File: src/hdl/lid_pkg.sv
// Shared types and fixed constants for the linear interpolation down-sampler.
// No dependencies; imported by the top level and its checker.
package lid_pkg;

  localparam int SAMPLE_W = 16;
  localparam int RATE_W   = 18;
  localparam int PHASE_W  = 18;
  // Phase arithmetic width: holds phase minus twice the largest source rate
  localparam int CALC_W   = 20;
  // Quotient width: magnitude reaches 32768 before saturation
  localparam int QUOT_W   = 17;
  // Fraction bits dropped from the phase to form a weight
  localparam int FRAC_W   = 8;

  localparam logic [RATE_W-1:0] TARGET_RESET = 18'd44100;

  typedef logic signed [SAMPLE_W-1:0] sample_t;
  typedef logic        [RATE_W-1:0]   rate_t;
  typedef logic signed [PHASE_W-1:0]  phase_t;
  typedef logic signed [CALC_W-1:0]   calc_t;

endpackage

File: src/hdl/linear_interp_downsampler.sv
// Top level of the linear interpolation down-sampler.
// Depends on lid_pkg for sample, rate and phase types.
//
// Usage:
//   Input channel (in_valid / in_stall / source_sample) takes one source
//   sample per beat. Output channel (out_valid / out_stall / out_sample)
//   gives zero or one sample per input beat. Config channel (cfg_valid /
//   cfg_ready / cfg_data) writes target_rate; cfg_ready is always high and
//   writes are expected only while the block is idle.
//   Throughput: one input beat per cycle while in_stall is low. The phase update
//   and sample shift finish at the accept edge, which also loads the capture
//   stage; the two weight multiplies and then the reciprocal multiply for the
//   constant divide follow, and sign restore and saturation feed the output
//   register, where out_valid rises.
//   A stalled output holds its sample; stages behind it keep filling until
//   the chain is full, and only then is in_stall raised.
//   Reset: target_rate returns to 44100, phase, samples and the pending
//   flag clear, all pipeline stages empty. No clearing pass is needed.
module linear_interp_downsampler
  import lid_pkg::*;
#(
  parameter int unsigned SOURCE_RATE = 49715
) (
  input  logic                clk,
  input  logic                rst,
  input  logic                in_valid,
  output logic                in_stall,
  input  sample_t             source_sample,
  output logic                out_valid,
  input  logic                out_stall,
  output sample_t             out_sample,
  input  logic                cfg_valid,
  output logic                cfg_ready,
  input  rate_t               cfg_data
);

  // Constant divide by SOURCE_RATE/256 through an exact reciprocal multiply
  localparam int DIV    = SOURCE_RATE / 256;
  localparam int LOG_D  = $clog2(DIV);
  localparam int WGT_W  = $clog2(DIV + 1);
  localparam int PROD_W = SAMPLE_W + WGT_W + 1;
  localparam int SUM_W  = PROD_W + 1;
  localparam int MAG_W  = SAMPLE_W + LOG_D;
  localparam int SHIFT  = MAG_W + LOG_D;
  localparam logic [63:0] RECIP_WIDE =
    ((64'd1 << SHIFT) + 64'(DIV) - 64'd1) / 64'(DIV);
  localparam logic [MAG_W:0] RECIP = RECIP_WIDE[MAG_W:0];
  localparam rate_t SRC_RATE = RATE_W'(SOURCE_RATE);
  localparam calc_t SRC_CALC = CALC_W'(SOURCE_RATE);

  // Configuration and converter state
  rate_t   target_rate;
  phase_t  phase;
  sample_t older_sample;
  sample_t newer_sample;
  logic    second_pending;

  // Stage enables
  logic en1, en2, en3, en_out;
  logic in_accept;

  // Stage 1: snapshot of the updated state
  logic    v1;
  logic    s1_pass;
  sample_t s1_old;
  sample_t s1_new;
  phase_t  s1_phase;

  // Stage 2: weighted products
  logic                     v2;
  logic                     s2_pass;
  sample_t                  s2_samp;
  logic signed [PROD_W-1:0] s2_pa;
  logic signed [PROD_W-1:0] s2_pb;

  // Stage 3: quotient magnitude and sign
  logic              v3;
  logic              s3_pass;
  sample_t           s3_samp;
  logic              s3_neg;
  logic [QUOT_W-1:0] s3_quot;

  // Phase update logic
  logic    passthru;
  calc_t   phase_ext;
  calc_t   rate_ext;
  calc_t   p_first;
  calc_t   p_second;
  phase_t  phase_next;
  logic    pending_next;
  logic    fire;

  assign cfg_ready = 1'b1;

  // Advance each stage when it is empty or the one ahead moves
  assign en_out    = !out_valid || !out_stall;
  assign en3       = !v3 || en_out;
  assign en2       = !v2 || en3;
  assign en1       = !v1 || en2;
  assign in_stall  = !en1;
  assign in_accept = in_valid && en1;

  // Lower the phase, add the target back when it goes negative
  always_comb begin
    passthru  = (target_rate >= SRC_RATE);
    phase_ext = CALC_W'(phase);
    rate_ext  = calc_t'({{(CALC_W-RATE_W){1'b0}}, target_rate});
    p_first   = second_pending ? phase_ext : (phase_ext - SRC_CALC + rate_ext);
    p_second  = p_first + rate_ext;
    if (p_first[CALC_W-1]) begin
      phase_next   = p_second[PHASE_W-1:0];
      fire         = second_pending && !p_second[CALC_W-1];
      pending_next = !fire;
    end else begin
      phase_next   = p_first[PHASE_W-1:0];
      fire         = 1'b1;
      pending_next = 1'b0;
    end
  end

  // Hold the rate register, written by the config beat
  always_ff @(posedge clk) begin
    if (rst) begin
      target_rate <= TARGET_RESET;
    end else if (cfg_valid && cfg_ready) begin
      target_rate <= cfg_data;
    end
  end

  // Update phase and shift the sample pair on each converted beat
  always_ff @(posedge clk) begin
    if (rst) begin
      phase          <= '0;
      older_sample   <= '0;
      newer_sample   <= '0;
      second_pending <= 1'b0;
    end else if (in_accept && !passthru) begin
      phase          <= phase_next;
      older_sample   <= newer_sample;
      newer_sample   <= source_sample;
      second_pending <= pending_next;
    end
  end

  // Stage 1: capture the state that the result is built from
  always_ff @(posedge clk) begin
    if (rst) begin
      v1 <= 1'b0;
    end else if (en1) begin
      v1 <= in_accept && (passthru || fire);
    end
  end

  always_ff @(posedge clk) begin
    if (en1) begin
      s1_pass  <= passthru;
      s1_old   <= newer_sample;
      s1_new   <= source_sample;
      s1_phase <= phase_next;
    end
  end

  // Stage 2: weight both samples; phase is non-negative on a due output
  logic [WGT_W-1:0]  w_old;
  logic [WGT_W-1:0]  w_new;
  logic [PHASE_W-1:0] phase_rest;

  always_comb begin
    phase_rest = SRC_RATE - PHASE_W'(s1_phase);
    w_old      = WGT_W'(s1_phase[PHASE_W-1:FRAC_W]);
    w_new      = WGT_W'(phase_rest[PHASE_W-1:FRAC_W]);
  end

  always_ff @(posedge clk) begin
    if (rst) begin
      v2 <= 1'b0;
    end else if (en2) begin
      v2 <= v1;
    end
  end

  always_ff @(posedge clk) begin
    if (en2) begin
      s2_pass <= s1_pass;
      s2_samp <= s1_new;
      s2_pa   <= PROD_W'(s1_old) * PROD_W'($signed({1'b0, w_old}));
      s2_pb   <= PROD_W'(s1_new) * PROD_W'($signed({1'b0, w_new}));
    end
  end

  // Stage 3: sum, take magnitude, divide by reciprocal multiply
  logic signed [SUM_W-1:0] sum;
  logic        [SUM_W-1:0] sum_abs;
  logic        [MAG_W-1:0] mag;
  logic        [2*MAG_W:0] quot_prod;

  always_comb begin
    sum       = SUM_W'(s2_pa) + SUM_W'(s2_pb);
    sum_abs   = sum[SUM_W-1] ? SUM_W'(-sum) : SUM_W'(sum);
    mag       = sum_abs[MAG_W-1:0];
    quot_prod = {{(MAG_W+1){1'b0}}, mag} * {{MAG_W{1'b0}}, RECIP};
  end

  always_ff @(posedge clk) begin
    if (rst) begin
      v3 <= 1'b0;
    end else if (en3) begin
      v3 <= v2;
    end
  end

  always_ff @(posedge clk) begin
    if (en3) begin
      s3_pass <= s2_pass;
      s3_samp <= s2_samp;
      s3_neg  <= sum[SUM_W-1];
      s3_quot <= quot_prod[SHIFT +: QUOT_W];
    end
  end

  // Output register: pass the sample through, or restore sign and saturate
  logic [QUOT_W-1:0] quot_neg;
  sample_t           result;

  always_comb begin
    quot_neg = QUOT_W'(-s3_quot);
    if (s3_pass) begin
      result = s3_samp;
    end else if (s3_neg) begin
      result = quot_neg[SAMPLE_W-1:0];
    end else if (s3_quot[QUOT_W-1]) begin
      result = {1'b0, {(SAMPLE_W-1){1'b1}}};
    end else begin
      result = s3_quot[SAMPLE_W-1:0];
    end
  end

  always_ff @(posedge clk) begin
    if (rst) begin
      out_valid <= 1'b0;
    end else if (en_out) begin
      out_valid <= v3;
    end
  end

  always_ff @(posedge clk) begin
    if (en_out) begin
      out_sample <= result;
    end
  end

endmodule

File: config.mk
export PLATFORM = sky130hd
export DESIGN_NAME = linear_interp_downsampler
export DESIGN_NICKNAME = d
export VERILOG_FILES = /design/src/hdl/lid_pkg.sv /design/src/hdl/linear_interp_downsampler.sv
export SDC_FILE = /design/constraint.sdc
export NUM_CORES = 2
export LEC_CHECK = 0
export ABC_AREA = 1
export BUFFER_PORTS_ARGS = -buffer_cell sky130_fd_sc_hd__clkbuf_2
export CAP_MARGIN = 5
export CORE_ASPECT_RATIO = 1.4
export CORE_MARGIN = 2
export CORE_UTILIZATION = 30
export CTS_BUF_LIST = sky130_fd_sc_hd__clkbuf_4 sky130_fd_sc_hd__clkbuf_8 sky130_fd_sc_hd__clkbuf_16
export CTS_CLUSTER_SIZE = 16
export DETAILED_ROUTE_END_ITERATION = 10
export PLACE_DENSITY_LB_ADDON = 0.25
export SETUP_SLACK_MARGIN = 0.05
export SLEW_MARGIN = 0
export SYNTH_ARGS = -nofsm -noshare
export SYNTH_HDL_FRONTEND = slang
export SYNTH_SLANG_ARGS = --single-unit
File: constraint.sdc
create_clock -name clk -period 15.15 [get_ports clk]
set_clock_uncertainty 0.15 [all_clocks]
set_input_delay 2.2725 -clock clk [delete_from_list [all_inputs] [get_ports clk]]
set_output_delay 2.2725 -clock clk [all_outputs]
set_load 0.01 [all_outputs]
==> summary.md <==
| Metric | Value |
|---|---|
| Status | complete, no violations |
| Rows | 140 |
| Postcts setup bufs | 0 |
| WP data required | 15.35 ns |
| CTS root buf | clkbuf_16 |
| Syn Std Cell Area | 0.0316 sq mm |
| CP max stage cell | xor2_1 |
| First-pass DRT Iterations | 5 |
| RSZ-0062 raised after global routing | no |
| First-pass GRT wire length | 139 mm |
| Final hold violation count | 0 |
| Starting density of the core | 30.3% |
| Max-cap violations | 0 |
| H-tree levels | 1 |
| I/O pin total | 58 |
| Seq/Total Area, Yosys | 19.3% |
| Total grt overflow | 0 |
| Post-synth top flop | edfxtp_1 |
| Mapped Cells | 3782 |
| Worst-path clk slew | 0.06 ns |
| Syn Nets | 4669 |
| Pins over their slew limit | 0 |
| DR vias | 23774 |
| Crit path top cell by count | inv_1 |
| GRT Util Overall | 16.5% |
| Headroom to the max-slew limit | 22.7% |
| TritonCTS Buffers | 29 |
| Max frequency | 110 MHz |
| DRT iter0 DRCs | 997 |
| Hold-fix buffers, CTS | 0 |
| Final period utilization | 60.2% |
| Top post-synthesis cells by count | inv_1 (973), nand2_1 (626), ha_1 (444), fa_1 (404), nor2_1 (278) |
| Avg WL per Cell | 16.7 um |
| IO Port Bufs | 56 |
| Initial antenna violation count | 1 |
| Core box area | 0.104 sq mm |
| Clk Latency, worst-skew pair | 0.60 ns |
| Final wirelength | 86.9 mm |
| GP Congestion | 0.899 |
| Worst Hold Class | flip-flop to flip-flop |
| Post-synth EDFFs | 165 |
| Layout Nets | 4704 |
| Synth area leaders | fa_1 (26%), ha_1 (18%), edfxtp_1 (16%), inv_1 (12%), nand2_1 (7.4%) |
| Die H | 388 um |
| Vias in the first global route | 25851 |
| Mean post-synth cell area | 8.36 sq um |
| Tightest Pin Transition | 1.16 ns |
| Die area | 0.108 sq mm |
| Share of post-route cells with drive strength above 1 | 4.30% |
| DRC | 0 |
| Crit path kind | flip-flop to flip-flop |
| Vias/cell | 4.58 |
| Setup TNS | 0 ns |
| Clk buf depth | 3 |
| Unique masters post-synth | 54 |
| Worst path max stage delay | 0.89 ns |
| Yosys top cell by area | fa_1 |
| WHS Path Cells | 0 |
| # setup viols final | 0 |
| Post-layout minimum cycle time | 9.12 ns |
| Endpoint class of the critical path | flip-flop |
| Synth top area share | 25.6% |
| Core Util, Final | 32.9% |
| DIE WIDTH | 278 um |
| Most frequent cell after synthesis | inv_1 |
| CP max FO | 7 |
| Yosys warns | 0 |
| Cell depth of the worst flop-to-flop path | 38 |
| Synth Register Bits | 222 |
| Crit path DAT | 9.31 ns |
| FFs w/ async S/R, synth | 0% |
| Largest net degree at the start of global routing | 69 |
| Worst setup SP type | flip-flop |
| HPWL after DPL | 74.5 mm |
| Area Growth Syn to Fin | 8.62% |
| # clock sinks | 222 |
| Routed Antenna Nets | 0 |
| CTS tree | yes |
| Post-CTS sizing | 0 |
-- metal layers --
layer / global-route usage [%] / part of all wire [%] / up-vias
met4: 7.63 / 5.2 / 0
met5: 0 / 0 / -
met1: 17.1 / 37 / 11515
met3: 1.41 / 2.5 / 161
li1: - / - / 11749
met2: 33.1 / 55 / 349
-- worst max-delay path: cells and delay by family (launching register included) --
family                   cells  cell delay, ns
adder cells (fa/ha/maj)     10            4.31
AND/OR/NAND/NOR             12            1.39
AO/OA/AOI/OAI                6            1.10
XOR/XNOR                     2            0.97
buffers and inverters        8            0.60
flip-flops                   1            0.36
-- cell type report --
| type | instances | area, sq um |
|---|---|---|
| antenna | 1 | 2.50 |
| multi-input combinational | 2513 | 21600 |
| inverter | 977 | 3670 |
| tap | 1349 | 1690 |
| fill | 11055 | 69900 |
| sequential | 222 | 6100 |
| clock inverter | 23 | 184 |
| clock buffer | 30 | 733 |
| timing repair buffer | 74 | 415 |
-- placed cells by master (no fill, tap or decap), types with 56 or more instances in the layout --
| cell | count |
|---|---|
| edfxtp_1 | 165 |
| xor2_1 | 66 |
| dfxtp_1 | 57 |
| o21ai_0 | 170 |
| ha_1 | 444 |
| fa_1 | 404 |
| nand3_1 | 102 |
| inv_1 | 971 |
| a21oi_1 | 204 |
| clkbuf_2 | 56 |
| nand2_1 | 626 |
| nor2_1 | 277 |
-- metrics by stage --
step | hold WS [ns] | cell area, sq um | cells | worst slack [ns]
floorplan | 0.250 | 31600 | 3782 | 7.16
global placement | 0.253 | 33400 | 5135 | 6.09
detailed placement | 0.255 | 33400 | 5135 | 6.04
CTS | 0.269 | 34300 | 5188 | 6.05
global route | 0.276 | 34300 | 5188 | 5.36
finish | 0.269 | 34300 | 5189 | 6.03
-- state kept, by name (all words and copies together) (netlist names) --
signal / count
s1_pass: 1
s2_pass: 1
v3: 1
s1_phase: 14
newer_sample: 16
s2_pa: 25
s3_neg: 1
s2_samp: 16
out_sample: 16
s2_pb: 25
v1: 1
s1_new: 16
phase: 18
s3_samp: 16
s3_pass: 1
second_pending: 1
target_rate: 18
s1_old: 16
v2: 1
out_valid: 1
s3_quot: 17
-- logic make-up (layout without fill, tap and decap cells) --
| family | count (synthesis) | in the layout | share of synthesized area, % |
|---|---|---|---|
| compound gates | 450 | 450 | 7.66 |
| xor+xnor | 106 | 106 | 2.94 |
| fa+ha+maj | 848 | 848 | 43.2 |
| buf+inv | 1047 | 1104 | 12.5 |
| flops | 222 | 222 | 19.3 |
| other cells | 1 | 2 | 0.0119 |
| simple gates | 1108 | 1108 | 14.4 |
-- worst paths after layout --
check | from | endpoint | slack, ns
max | s2_pa[0]$_DFFE_PP_ | s3_quot[10]$_DFFE_PP_ | 6.03
min | s2_samp[14]$_DFFE_PP_ | s3_samp[14]$_DFFE_PP_ | 0.27
max reg2reg | s2_pa[0]$_DFFE_PP_ | s3_quot[10]$_DFFE_PP_ | 6.03
min reg2reg | s2_samp[14]$_DFFE_PP_ | s3_samp[14]$_DFFE_PP_ | 0.27
Power is left out: the tool's default activity adds up to more than one toggle a clock period on the data nets, which glitch-free logic cannot reach.
